$ cat src/rtl/nsc_pkg.sv
// ----------------------------------------------------------------------------
// nsc_pkg
// Shared types, character codes and decode functions of the sentence checker.
// ----------------------------------------------------------------------------
package nsc_pkg;

    localparam logic [7:0] CHAR_DOLLAR = 8'h24;
    localparam logic [7:0] CHAR_STAR   = 8'h2A;

    localparam logic [7:0] DIGIT_OFS = 8'd48;
    localparam logic [7:0] LOWER_OFS = 8'd87;
    localparam logic [7:0] UPPER_OFS = 8'd55;

    localparam logic [23:0] TYPE_GLL = 24'h474C4C;
    localparam logic [23:0] TYPE_GSA = 24'h475341;
    localparam logic [23:0] TYPE_ZDA = 24'h5A4441;

    localparam logic [2:0] POS_TYPE_FIRST  = 3'd2;
    localparam logic [2:0] POS_TYPE_SECOND = 3'd3;
    localparam logic [2:0] POS_TYPE_THIRD  = 3'd4;
    localparam logic [2:0] POS_MAX         = 3'd7;

    typedef enum logic [1:0] {
        KIND_UNKNOWN = 2'd0,
        KIND_GLL     = 2'd1,
        KIND_GSA     = 2'd2,
        KIND_ZDA     = 2'd3
    } kind_t;

    typedef enum logic [1:0] {
        VERDICT_OK           = 2'd0,
        VERDICT_UNKNOWN_TYPE = 2'd1,
        VERDICT_MISMATCH     = 2'd2,
        VERDICT_BAD_HEX      = 2'd3
    } verdict_t;

    typedef struct packed {
        kind_t      sentence_kind;
        verdict_t   verdict;
        logic [7:0] computed_sum;
        logic [7:0] received_sum;
    } result_t;

    typedef struct packed {
        logic       bad;
        logic [3:0] value;
    } hex_t;

    function automatic hex_t hex_decode(input logic [7:0] c);
        hex_t       h;
        logic [7:0] diff;
        h    = '0;
        diff = '0;
        if (c >= "0" && c <= "9") begin
            diff = c - DIGIT_OFS;
        end
        else if (c >= "a" && c <= "f") begin
            diff = c - LOWER_OFS;
        end
        else if (c >= "A" && c <= "F") begin
            diff = c - UPPER_OFS;
        end
        else begin
            h.bad = 1'b1;
        end
        h.value = diff[3:0];
        return h;
    endfunction

    function automatic kind_t kind_decode(input logic [23:0] letters);
        kind_t k;
        priority if (letters == TYPE_GLL) begin
            k = KIND_GLL;
        end
        else if (letters == TYPE_GSA) begin
            k = KIND_GSA;
        end
        else if (letters == TYPE_ZDA) begin
            k = KIND_ZDA;
        end
        else begin
            k = KIND_UNKNOWN;
        end
        return k;
    endfunction

endpackage

$ cat src/rtl/nsc_byte_if.sv
// ----------------------------------------------------------------------------
// nsc_byte_if
// Valid/ready channel carrying one received character per transaction.
// ----------------------------------------------------------------------------
interface nsc_byte_if;
    logic       valid;
    logic       ready;
    logic [7:0] rx_byte;

    modport source (output valid, output rx_byte, input ready);
    modport sink   (input valid, input rx_byte, output ready);
endinterface

$ cat src/rtl/nsc_result_if.sv
// ----------------------------------------------------------------------------
// nsc_result_if
// Valid/ready channel carrying one sentence result per transaction.
// ----------------------------------------------------------------------------
interface nsc_result_if;
    logic       valid;
    logic       ready;
    logic [1:0] sentence_kind;
    logic [1:0] verdict;
    logic [7:0] computed_sum;
    logic [7:0] received_sum;

    modport source (output valid, output sentence_kind, output verdict,
                    output computed_sum, output received_sum, input ready);
    modport sink   (input valid, input sentence_kind, input verdict,
                    input computed_sum, input received_sum, output ready);
endinterface

$ cat src/rtl/nsc_in_stage.sv
// ----------------------------------------------------------------------------
// nsc_in_stage
// Input register for received characters, refilled in the cycle it drains.
// ----------------------------------------------------------------------------
module nsc_in_stage
    import nsc_pkg::*;
(
    input  logic             clk,
    input  logic             rst_n,
    nsc_byte_if.sink         rx,
    input  logic             take,
    output logic             valid,
    output logic [7:0]       data
);

    logic       valid_reg;
    logic       valid_next;
    logic [7:0] byte_reg;

    assign rx.ready   = !valid_reg || take;
    assign valid_next = (rx.valid && rx.ready) || (valid_reg && !take);
    assign valid      = valid_reg;
    assign data       = byte_reg;

    always_ff @(posedge clk or negedge rst_n)
    begin
        if (!rst_n)
        begin
            valid_reg <= 1'b0;
        end
        else
        begin
            valid_reg <= valid_next;
        end
    end

    always_ff @(posedge clk)
    begin
        if (rx.valid && rx.ready)
        begin
            byte_reg <= rx.rx_byte;
        end
    end

    // held character stays put until the parser takes it
    a_hold: assert property (@(posedge clk) disable iff (!rst_n)
        valid_reg && !take |=> valid_reg && $stable(byte_reg))
        else $error("input register lost a held character");

endmodule

$ cat src/rtl/nsc_parser.sv
// ----------------------------------------------------------------------------
// nsc_parser
// Sentence phase machine: running xor, type capture and checksum decode.
// ----------------------------------------------------------------------------
module nsc_parser
    import nsc_pkg::*;
(
    input  logic       clk,
    input  logic       rst_n,
    input  logic       byte_valid,
    input  logic [7:0] byte_data,
    input  logic       out_space,
    output logic       take,
    output logic       emit,
    output result_t    result
);

    typedef enum logic [1:0] {
        PH_IDLE = 2'd0,
        PH_BODY = 2'd1,
        PH_HI   = 2'd2,
        PH_LO   = 2'd3
    } phase_t;

    phase_t      phase_reg;
    phase_t      phase_next;
    logic [2:0]  pos_reg;
    logic [2:0]  pos_next;
    logic [23:0] type_reg;
    logic [23:0] type_next;
    logic [7:0]  xor_reg;
    logic [7:0]  xor_next;
    logic [3:0]  hi_nibble_reg;
    logic [3:0]  hi_nibble_next;
    logic        hi_bad_reg;
    logic        hi_bad_next;

    hex_t        digit;
    logic        is_dollar;
    logic [7:0]  recv_sum;
    kind_t       kind;
    verdict_t    verdict;

    assign is_dollar = (byte_data == CHAR_DOLLAR);
    assign digit     = hex_decode(byte_data);
    assign recv_sum  = {hi_nibble_reg, digit.value};
    assign kind      = kind_decode(type_reg);

    always_comb
    begin
        priority if (kind == KIND_UNKNOWN)
        begin
            verdict = VERDICT_UNKNOWN_TYPE;
        end
        else if (digit.bad || hi_bad_reg)
        begin
            verdict = VERDICT_BAD_HEX;
        end
        else if (recv_sum != xor_reg)
        begin
            verdict = VERDICT_MISMATCH;
        end
        else
        begin
            verdict = VERDICT_OK;
        end
    end

    assign emit = byte_valid && !is_dollar && (phase_reg == PH_LO);
    assign take = byte_valid && (!emit || out_space);

    assign result.sentence_kind = kind;
    assign result.verdict       = verdict;
    assign result.computed_sum  = xor_reg;
    assign result.received_sum  = recv_sum;

    always_comb
    begin
        phase_next     = phase_reg;
        pos_next       = pos_reg;
        type_next      = type_reg;
        xor_next       = xor_reg;
        hi_nibble_next = hi_nibble_reg;
        hi_bad_next    = hi_bad_reg;
        if (is_dollar)
        begin
            phase_next     = PH_BODY;
            pos_next       = '0;
            type_next      = '0;
            xor_next       = '0;
            hi_nibble_next = '0;
            hi_bad_next    = 1'b0;
        end
        else
        begin
            unique case (phase_reg)
                PH_IDLE:
                begin
                    phase_next = PH_IDLE;
                end
                PH_BODY:
                begin
                    if (byte_data == CHAR_STAR)
                    begin
                        phase_next = PH_HI;
                    end
                    else
                    begin
                        xor_next = xor_reg ^ byte_data;
                        unique case (pos_reg)
                            POS_TYPE_FIRST:  type_next[23:16] = byte_data;
                            POS_TYPE_SECOND: type_next[15:8]  = byte_data;
                            POS_TYPE_THIRD:  type_next[7:0]   = byte_data;
                            default:         type_next        = type_reg;
                        endcase
                        if (pos_reg != POS_MAX)
                        begin
                            pos_next = pos_reg + 3'd1;
                        end
                    end
                end
                PH_HI:
                begin
                    hi_nibble_next = digit.value;
                    hi_bad_next    = digit.bad;
                    phase_next     = PH_LO;
                end
                PH_LO:
                begin
                    phase_next = PH_IDLE;
                end
            endcase
        end
    end

    always_ff @(posedge clk or negedge rst_n)
    begin
        if (!rst_n)
        begin
            phase_reg     <= PH_IDLE;
            pos_reg       <= '0;
            type_reg      <= '0;
            xor_reg       <= '0;
            hi_nibble_reg <= '0;
            hi_bad_reg    <= 1'b0;
        end
        else if (take)
        begin
            phase_reg     <= phase_next;
            pos_reg       <= pos_next;
            type_reg      <= type_next;
            xor_reg       <= xor_next;
            hi_nibble_reg <= hi_nibble_next;
            hi_bad_reg    <= hi_bad_next;
        end
    end

    a_restart: assert property (@(posedge clk) disable iff (!rst_n)
        take && is_dollar |=> phase_reg == PH_BODY && xor_reg == '0 && type_reg == '0)
        else $error("dollar did not restart the sentence");

    a_ok_sums: assert property (@(posedge clk) disable iff (!rst_n)
        emit && verdict == VERDICT_OK |-> recv_sum == xor_reg && kind != KIND_UNKNOWN)
        else $error("accepted verdict with mismatching sums or unknown type");

endmodule

$ cat src/rtl/nsc_out_stage.sv
// ----------------------------------------------------------------------------
// nsc_out_stage
// Result register driving the result channel.
// ----------------------------------------------------------------------------
module nsc_out_stage
    import nsc_pkg::*;
(
    input  logic          clk,
    input  logic          rst_n,
    input  logic          load,
    input  result_t       data,
    output logic          space,
    nsc_result_if.source  result
);

    logic    valid_reg;
    logic    valid_next;
    result_t result_reg;

    assign space      = !valid_reg || result.ready;
    assign valid_next = load || (valid_reg && !result.ready);

    assign result.valid         = valid_reg;
    assign result.sentence_kind = result_reg.sentence_kind;
    assign result.verdict       = result_reg.verdict;
    assign result.computed_sum  = result_reg.computed_sum;
    assign result.received_sum  = result_reg.received_sum;

    always_ff @(posedge clk or negedge rst_n)
    begin
        if (!rst_n)
        begin
            valid_reg <= 1'b0;
        end
        else
        begin
            valid_reg <= valid_next;
        end
    end

    always_ff @(posedge clk)
    begin
        if (load)
        begin
            result_reg <= data;
        end
    end

    // a new result never overwrites one still waiting
    a_no_overwrite: assert property (@(posedge clk) disable iff (!rst_n)
        load |-> !valid_reg || result.ready)
        else $error("result register overwritten while full");

endmodule

$ cat src/rtl/nmea_sentence_checker_top.sv
// ----------------------------------------------------------------------------
// nmea_sentence_checker_top
// NMEA 0183 sentence checksum checker: one result per completed sentence.
//
//   channel  | dir | payload                                        | per
//   rx       | in  | rx_byte[7:0]                                   | character
//   result   | out | sentence_kind[1:0] verdict[1:0]                | sentence
//            |     | computed_sum[7:0] received_sum[7:0]            |
//
// one character per cycle sustained while the result channel accepts; a
// character is registered in the input register before the phase machine
// folds it in; result appears the cycle after the low checksum digit is taken
// reset clears the phase machine and both valid flags; no clearing pass
// a stalled result channel holds back only the low checksum digit; other
// characters keep flowing while a result waits
// ----------------------------------------------------------------------------
module nmea_sentence_checker_top
    import nsc_pkg::*;
(
    input  logic          clk,
    input  logic          rst_n,
    nsc_byte_if.sink      rx,
    nsc_result_if.source  result
);

    logic       byte_valid;
    logic [7:0] byte_data;
    logic       take;
    logic       emit;
    logic       out_space;
    result_t    parsed;

    nsc_in_stage u_in_stage (
        .clk   (clk),
        .rst_n (rst_n),
        .rx    (rx),
        .take  (take),
        .valid (byte_valid),
        .data  (byte_data)
    );

    nsc_parser u_parser (
        .clk        (clk),
        .rst_n      (rst_n),
        .byte_valid (byte_valid),
        .byte_data  (byte_data),
        .out_space  (out_space),
        .take       (take),
        .emit       (emit),
        .result     (parsed)
    );

    nsc_out_stage u_out_stage (
        .clk    (clk),
        .rst_n  (rst_n),
        .load   (emit && take),
        .data   (parsed),
        .space  (out_space),
        .result (result)
    );

endmodule

$ cat src/flat_wrapper.sv
// flat-port wrapper written by rule: the top's interface ports become plain ports
module nmea_sentence_checker_top_flat import nsc_pkg::*;
  (clk, rst_n, rx_valid, rx_rx_byte, rx_ready, result_valid, result_sentence_kind, result_verdict, result_computed_sum, result_received_sum, result_ready);
  nsc_byte_if rx_i ();
  nsc_result_if result_i ();
  input  logic clk;
  input  logic rst_n;
  input wire logic [$bits(rx_i.valid)-1:0] rx_valid;
  input wire logic [$bits(rx_i.rx_byte)-1:0] rx_rx_byte;
  output wire logic [$bits(rx_i.ready)-1:0] rx_ready;
  output wire logic [$bits(result_i.valid)-1:0] result_valid;
  output wire logic [$bits(result_i.sentence_kind)-1:0] result_sentence_kind;
  output wire logic [$bits(result_i.verdict)-1:0] result_verdict;
  output wire logic [$bits(result_i.computed_sum)-1:0] result_computed_sum;
  output wire logic [$bits(result_i.received_sum)-1:0] result_received_sum;
  input wire logic [$bits(result_i.ready)-1:0] result_ready;
  assign rx_i.valid = rx_valid;
  assign rx_i.rx_byte = rx_rx_byte;
  assign rx_ready = rx_i.ready;
  assign result_valid = result_i.valid;
  assign result_sentence_kind = result_i.sentence_kind;
  assign result_verdict = result_i.verdict;
  assign result_computed_sum = result_i.computed_sum;
  assign result_received_sum = result_i.received_sum;
  assign result_i.ready = result_ready;
  nmea_sentence_checker_top u_core (.clk(clk), .rst_n(rst_n), .rx(rx_i), .result(result_i));
endmodule
$ cat config.mk
export PLATFORM = sky130hd
export DESIGN_NAME = nmea_sentence_checker_top_flat
export DESIGN_NICKNAME = d
export VERILOG_FILES = /design/src/rtl/nsc_pkg.sv /design/src/rtl/nsc_byte_if.sv /design/src/rtl/nsc_result_if.sv /design/src/rtl/nsc_in_stage.sv /design/src/rtl/nsc_parser.sv /design/src/rtl/nsc_out_stage.sv /design/src/rtl/nmea_sentence_checker_top.sv /design/src/flat_wrapper.sv
export SDC_FILE = /design/constraint.sdc
export NUM_CORES = 1
export LEC_CHECK = 0
export BUFFER_PORTS_ARGS = -buffer_cell sky130_fd_sc_hd__buf_2
export CAP_MARGIN = 20
export CORE_MARGIN = 2
export CORE_UTILIZATION = 50
export CTS_CLUSTER_DIAMETER = 40
export DETAILED_ROUTE_END_ITERATION = 8
export PLACE_DENSITY_LB_ADDON = 0.2
export SYNTH_ARGS = -nofsm -noshare
export SYNTH_HDL_FRONTEND = slang
export SYNTH_HIERARCHICAL = 1
export SYNTH_SLANG_ARGS = --single-unit
$ cat constraint.sdc
create_clock -name clk -period 3.6 [get_ports clk]
set_clock_uncertainty 0.2 [all_clocks]
set_input_delay 0.36 -clock clk [delete_from_list [all_inputs] [get_ports clk]]
set_output_delay 0.36 -clock clk [all_outputs]
set_load 0.005 [all_outputs]
==> results of run 1 <==
-- synth_stat cells, drive strengths merged, types with 2 or more instances --
cell / count / area (µm²)
dfrtp: 44 / 1100
edfxtp: 28 / 841
a22o: 20 / 176
nand2: 18 / 70.1
mux2: 15 / 169
ha: 13 / 163
inv: 13 / 48.8
a21oi: 7 / 35.0
nand2b: 7 / 61.3
nor2: 7 / 26.3
buf: 6 / 36.3
mux2i: 5 / 50.1
nor4b: 5 / 50.0
xnor2: 5 / 43.8
nor4bb: 4 / 40.0
o21ai: 4 / 20.0
and2: 3 / 21.3
and3: 3 / 18.8
nand3: 3 / 15.0
nor4: 3 / 31.3
a21o: 2 / 15.0
a31oi: 2 / 12.5
and4b: 2 / 20.0
clkbuf: 2 / 7.51
nand3b: 2 / 15.0
nand4: 2 / 12.5
nor3: 2 / 10.0
nor3b: 2 / 20.0
o22ai: 2 / 12.5
o31ai: 2 / 15.0
or3: 2 / 13.8
xor2: 2 / 17.5
-- logic make-up after synthesis --
| group | after synthesis | share of synthesized area |
|---|---|---|
| muxes | 20 | 0.0654 |
| buffers and inverters | 21 | 0.0277 |
| AOI/OAI and AO/OA | 49 | 0.118 |
| DFF | 72 | 0.580 |
| xor gates and xnor gates | 7 | 0.0183 |
| adders and majority gates | 13 | 0.0486 |
| and+or+nand+nor | 70 | 0.142 |
-- worst max-delay path by stage --
stage / to / slack, ns / start / cells after the start
after global routing: u_core/u_out_stage/result.sentence_kind[1]$_DFFE_PP_ / 0.47 / u_core/u_in_stage/data[0]$_DFFE_PP_ / 7
final: u_core/u_out_stage/result.sentence_kind[1]$_DFFE_PP_ / 0.69 / u_core/u_in_stage/data[0]$_DFFE_PP_ / 7
after detailed placement: u_core/u_out_stage/result.sentence_kind[1]$_DFFE_PP_ / 0.74 / u_core/u_in_stage/data[0]$_DFFE_PP_ / 7
after floorplan: u_core/u_out_stage/result.verdict[1]$_DFFE_PP_ / 0.75 / u_core/u_in_stage/data[1]$_DFFE_PP_ / 8
after CTS: u_core/u_out_stage/result.sentence_kind[1]$_DFFE_PP_ / 0.72 / u_core/u_in_stage/data[0]$_DFFE_PP_ / 7
after global placement: u_core/u_out_stage/result.verdict[1]$_DFFE_PP_ / 0.84 / u_core/u_in_stage/data[0]$_DFFE_PP_ / 7
-- metrics by stage --
stage | instance area, µm² | total power, mW | instances | hold WS, ns | util
final | 3860 | 2.56 | 382 | 0.0243 | 0.602
after global routing | 3860 | 2.73 | 382 | 0.0265 | 0.602
after CTS | 3830 | 2.57 | 380 | 0.00768 | 0.596
after detailed placement | 3580 | 2.01 | 356 | 0.285 | 0.558
after global placement | 3580 | 1.99 | 356 | 0.288 | 0.558
after floorplan | 3350 | 1.81 | 252 | -0.136 | -
-- cell usage in the layout, fill, tap and decap left out, drive strengths merged, types with 2 or more instances in the layout --
cell         Yosys  final
a31oi            2      2
nor3b            2      2
nor4b            5      5
edfxtp          28     28
nor2             7      7
nand3            3      3
a21o             2      2
and2             3      3
a22o            20     20
o21ai            4      4
buf              6     36
nand2b           7      7
clkinv           0      3
o22ai            2      2
nand4            2      2
ha              13     13
o31ai            2      2
and3             3      3
mux2i            5      5
xnor2            5      5
clkbuf           2     12
nor3             2      2
and4b            2      2
nand3b           2      2
nor4bb           4      4
a21oi            7      7
inv             13     13
mux2            15     15
nor4             3      3
xor2             2      2
nand2           18     18
dlygate4sd3      0      9
dfrtp           44     44
or3              2      2
-- routing by layer --
layer	vias up	wire length, µm	share of wire
met2	52	2990	0.46
met5	-	0	0
met3	7	227	0.035
li1	1036	-	-
met4	0	85	0.013
met1	1072	3190	0.49
-- worst reg2reg max path, delay by kind of cell (launching register included) --
kind / cells / cell delay [ns]
fa+ha+maj: 1 / 0.23
buf+inv: 2 / 0.35
flops: 1 / 0.39
simple gates: 3 / 1.18
compound gates: 1 / 0.17
-- layout make-up --
class,instances,share of cell area
clock buffer,12,0.0376
clock inverter,4,0.00550
inverter,13,0.0126
multi-input combinational,159,0.340
sequential,72,0.502
tap,77,0.0249
timing repair buffer,45,0.0770
-- timing repair --
action | 4_1_cts | 5_1_grt
hold buffers | 8 | 1
endpoints found under the hold margin | 8 | 20
buffers inserted | 0 | 0
-- power groups by stage --
stage	logic (mW)	clock network (mW)	registers [mW]
after floorplan	0.525	0	1.29
after global placement	0.650	0	1.34
after detailed placement	0.664	0	1.35
after CTS	0.674	0.564	1.33
after global routing	0.760	0.604	1.36
final	0.677	0.551	1.33
==> impl_metrics.tcl, run 1 <==
set metrics [dict create \
    cp_max_fo 21 \
    grt_pass1_wl_mm 10.8 \
    cp_cell_sequence "inv_1 -> ha_1 -> and4bb_2 -> a211o_1 -> nand2_2 -> inv_1 -> and2_1" \
    critical_path_buf_inv_count 2 \
    clk_pin_slew_worst_paths_ns 0.07 \
    routedWlPerCell_um 17.0 \
    first_iter_violations 142 \
    fmax_mhz 344 \
    end_kind "flop" \
    synth_edf_count 28 \
    cpPeakStageDelay_ns 0.75 \
    setup_viol 0 \
    antenna_found_initial 0 \
    violations "DRC" \
    yosysWarningCount 6 \
    clk_latency_ns 0.35 \
    num_rows 29 \
    cp.arrival_ns 2.68 \
    ant_nets 0 \
    crit_family "simple AND/OR/NAND/NOR gates" \
    antennaDiodeCount 0 \
    cpMaxStageDelayCell "and2_1" \
    hp-start "rx_valid" \
    start_util 0.521 \
    relSlewSlack 0.411 \
    drc 2 \
    status "finished, violations left" \
    grt_overflow 0 \
    power.clock.fraction 0.215 \
    multi_input_area_um2 1310 \
    fin_setup_tns_ns 0 \
    place_ws_ns 0.738 \
    syn-num-nets 277 \
    r2r_slack_ns 0.69 \
    grt_busiest_layer "met2" \
    rsz0062_at_grt "false" \
    worstSetupPathType "reg2reg" \
    dr_total_vias 2167 \
    cp_common_cell "inv_1" \
    cts_resized 0 \
    grt_max_degree 45 \
    p_int_mw 1.75 \
    io_pins 34 \
    die-area_um2 7370 \
    seq_power_share 0.521 \
    p_leak_nw 1.66 \
    syn_inst 252 \
    gp_congestion 0.847 \
    cts_max_level 3 \
    grt_pass1_vias 2148 \
    nets 325 \
    power.switching_uw 806 \
    drive_gt1_frac 0.266 \
    firstDrtPassIters 8 \
    tritoncts "built" \
    holdPathEnd "u_core/u_in_stage/valid$_DFF_PN0_" \
    crit_required_ns 3.37 \
    startpoint_type "flop" \
    worst_pin_slew_ns 0.884 \
    setup_slack_ns 0.691 \
    hold_path_class "in2reg" \
    synth-seq-cells 72 \
    p_sw_frac 0.315 \
    fin_crit_sh 0.808 \
    vias_per_cell 5.67 \
    maxCapViolations 0 \
    grt_util_met2 0.298 \
    synth_cell_types 58 \
    pwr-share-comb 0.264 \
    synth_area_um2 3350 \
    synth_area_per_cell_um2 13.3 \
    seq_area_frac_synth 0.580 \
    r2r_end "u_core/u_out_stage/result.sentence_kind[1]$_DFFE_PP_" \
    grt.met1_usage 0.269 \
    drv_slew 0 \
    synth_flop_cell "dfrtp_1" \
    numCtsBuffers 9 \
    r2r_cells 7 \
    die_x_um 85.8 \
    routed_wl_mm 6.49 \
    fillCellCount 509 \
    area_delta_synth_final_pct 15.4 \
    grt_usage 0.195 \
    cts-root-buf "clkbuf_8" \
    regArea_um2 1940 \
    synth-async-reset-ratio 0.611 \
    placement.io_buffers 33 \
    die_height_um 85.8 \
    grt_use_met3 0.0577 \
    finalHoldViolations 0 \
    holdPathStages 2 \
    min_period_ns 2.91 \
    largest_register_ffs 24 \
    r2r_start "u_core/u_in_stage/data[0]$_DFFE_PP_" \
    vdd_ir_drop_max_mv 0.355 \
    cts.sinks 72 \
    power_density_nw_per_um2 662 \
    clk_path_buf_depth 2 \
    hpwl_mm 4.38 \
    core-area_um2 6420 \
]
Note: power is estimated with default switching activity, not from simulation.
==> run 2: changes to the inputs <==
--- a/config.mk
+++ b/config.mk
@@ -5,6 +5,7 @@
 export SDC_FILE = /design/constraint.sdc
 export NUM_CORES = 1
 export LEC_CHECK = 0
+export ABC_AREA = 1
 export BUFFER_PORTS_ARGS = -buffer_cell sky130_fd_sc_hd__buf_2
 export CAP_MARGIN = 20
 export CORE_MARGIN = 2
==> constraint.sdc (replaced) <==
create_clock -name clk -period 2.75 [get_ports clk]
set_clock_uncertainty 0.2 [all_clocks]
set_input_delay 0.275 -clock clk [delete_from_list [all_inputs] [get_ports clk]]
set_output_delay 0.275 -clock clk [all_outputs]
set_load 0.005 [all_outputs]
==> run 2 against run 1 <==
The run now ends clean. Cell count grew 27%. Combinational power is 51% higher. Register-to-register slack got worse by 0.32 ns. Count of clock-buffer cells in the layout is 3 lower. Worst setup slack worse by 0.52 ns. Die area grew 2.1%. Routed wire length rose by 5.7%. First-iteration DRC count increased by 54%. Final area rose by 5.2%.
==> impl_metrics.tcl, run 2 <==
set metrics [dict create \
    relSlewSlack 0.742 \
    fin_crit_sh 0.937 \
    r2r_start "u_core/u_in_stage/data[0]$_DFFE_PP_" \
    synth_flop_cell "dfrtp_1" \
    vdd_ir_drop_max_mv 0.415 \
    yosysTopAreaCell "dfrtp_1" \
    p_leak_nw 1.94 \
    yosysWarningCount 6 \
    firstDrtPassIters 4 \
    synth_xor_area_frac 0.0333 \
    synth_cell_types 32 \
    tritoncts "built" \
    worstSetupPathType "reg2out" \
    synth_commonest_cells "82 x nand2_1, 44 x dfrtp_1, 34 x inv_1, 28 x edfxtp_1, 25 x nand3_1" \
    num_rows 30 \
    status "complete, no violations" \
    routedWlPerCell_um 14.1 \
    hold_path_class "in2async" \
    synth.most_common_cell "nand2_1" \
    io_pins 34 \
    clk_latency_ns 0.35 \
    placement.io_buffers 33 \
    fmax_mhz 388 \
    synth_compound_area_frac 0.0870 \
    area_delta_synth_final_pct 18.8 \
    cts-root-buf "clkbuf_8" \
    final_cells 487 \
    synth_area_per_cell_um2 9.98 \
    synth_area_um2 3420 \
    drive_gt1_frac 0.219 \
    clk_pin_slew_worst_paths_ns 0.07 \
    synth_edf_count 28 \
    cts_max_level 3 \
    grt_usage 0.204 \
    start_util 0.509 \
    maxCapViolations 0 \
    die_height_um 86.7 \
    synthAdderAreaFrac 0.0475 \
    placed_cells 455 \
    grt_overflow 0 \
    die-area_um2 7520 \
    largest_register_ffs 24 \
    cp_max_fo 10 \
    routed_wl_mm 6.86 \
    ant_nets 0 \
    min_period_ns 2.58 \
    numCtsBuffers 9 \
    crit_required_ns 2.28 \
    seq_area_frac_synth 0.567 \
    drc 0 \
    end_kind "output pin" \
    yosys.area_share.simple 0.209 \
    drv_slew 0 \
    final_common_cell "nand2_1" \
    r2r_cells 13 \
    cp.arrival_ns 2.10 \
    r2r_slack_ns 0.37 \
    syn-num-nets 368 \
    clk_path_buf_depth 2 \
    grt_pass1_vias 2496 \
    r2r_end "u_core/u_out_stage/result.verdict[1]$_DFFE_PP_" \
    startpoint_type "flop" \
    vias_per_cell 5.18 \
    synth.top_cell.area_share 0.322 \
    mostFrequentLayoutCells "82 x nand2_1, 44 x dfrtp_1, 33 x buf_2, 33 x inv_1, 28 x edfxtp_1" \
    antenna_found_initial 0 \
    setup_viol 0 \
    synth_top_family_by_area "simple AND/OR/NAND/NOR gates" \
    hpwl_mm 4.84 \
    worst_pin_slew_ns 0.383 \
    die_x_um 86.7 \
    fin_setup_tns_ns 0 \
    rsz0062_at_grt "false" \
    power_density_nw_per_um2 913 \
    synth_mux_area_frac 0 \
    synth_area_leaders "dfrtp_1 32%, edfxtp_1 25%, nand2_1 9.0%" \
    gp_congestion 0.955 \
    antennaDiodeCount 0 \
    synth-seq-cells 72 \
    core-area_um2 6720 \
    nets 427 \
    grt_pass1_wl_mm 11.5 \
    grt_max_degree 45 \
    syn_inst 343 \
    finalHoldViolations 0 \
    cts.sinks 72 \
    synth-async-reset-ratio 0.611 \
    first_iter_violations 218 \
    dr_total_vias 2521 \
]
[run 2: worst max path at each step]
stage / from / endpoint / slack (ns)
after CTS: u_core/u_in_stage/data[0]$_DFFE_PP_ / rx_ready / 0.03
after floorplan: u_core/u_in_stage/data[0]$_DFFE_PP_ / u_core/u_out_stage/result.computed_sum[0]$_DFFE_PP_ / 0.19
after global placement: u_core/u_in_stage/data[0]$_DFFE_PP_ / u_core/u_out_stage/result.sentence_kind[0]$_DFFE_PP_ / 0.39
after detailed placement: u_core/u_in_stage/data[0]$_DFFE_PP_ / u_core/u_out_stage/result.sentence_kind[1]$_DFFE_PP_ / 0.24
final: u_core/u_in_stage/data[0]$_DFFE_PP_ / rx_ready / 0.17
after global routing: u_core/u_in_stage/data[0]$_DFFE_PP_ / rx_ready / 0.004
[run 2: logic make-up (layout without fill, tap and decap cells)]
family,count (synthesis),count (layout)
compound gates,49,49
flops,72,72
simple gates,152,152
fa+ha+maj,13,13
xor+xnor,13,13
buf+inv,44,108
[run 2: timing repair]
item / in CTS / in global routing
hold endpoints to repair: 54 / 0
setup buffers: 0 / 4
hold buffers: 11 / 0
gates resized for setup: 0 / 2
endpoints found under the setup margin: 0 / 1
[run 2: report_power, final]
group          switching [mW]  leakage, nW  internal, mW  total (mW)
sequential              0.295        0.816          1.49        1.78
combinational           0.575         1.01         0.443        1.02
clock                   0.402        0.110         0.512       0.913
[run 2: layout make-up]
| class | count | area, µm² |
|---|---|---|
| fillers | 560 | 2650 |
| flip-flops and latches | 72 | 1940 |
| multi-input cells | 227 | 1300 |
| repair buffers | 54 | 363 |
| inverters | 38 | 143 |
| clock buffers | 9 | 124 |
| well taps | 80 | 100 |
| clock inverters | 7 | 95.1 |
[run 2: per-stage QoR]
step                      instance area [µm²]  total power [mW]  utilization  setup WS [ns]  hold WS, ns
after floorplan                          3420              2.48            -          0.191       -0.221
after global routing                     4070              3.99        0.605        0.00372        0.166
after detailed placement                 3680              2.80        0.547          0.240        0.253
after CTS                                4010              3.74        0.596         0.0292        0.296
final                                    4070              3.71        0.605          0.174        0.143
after global placement                   3680              2.78        0.547          0.387        0.251
[run 2: metal layers]
metal | global-route usage | wire length (µm) | vias up
li1 | - | - | 1260
met1 | 0.265 | 3170 | 1168
met2 | 0.320 | 3200 | 78
met3 | 0.0600 | 356 | 15
met4 | 0.0866 | 138 | 0
met5 | 0 | 0 | -
[run 2: worst max-delay path: stages (launching register included)]
cell	delay [ns]
edfxtp_1	0.48
inv_2	0.13
ha_1	0.25
nand4_4	0.19
nand3b_2	0.15
nand2_4	0.11
inv_1	0.16
inv_1	0.08
nand2_1	0.09
buf_2	0.12
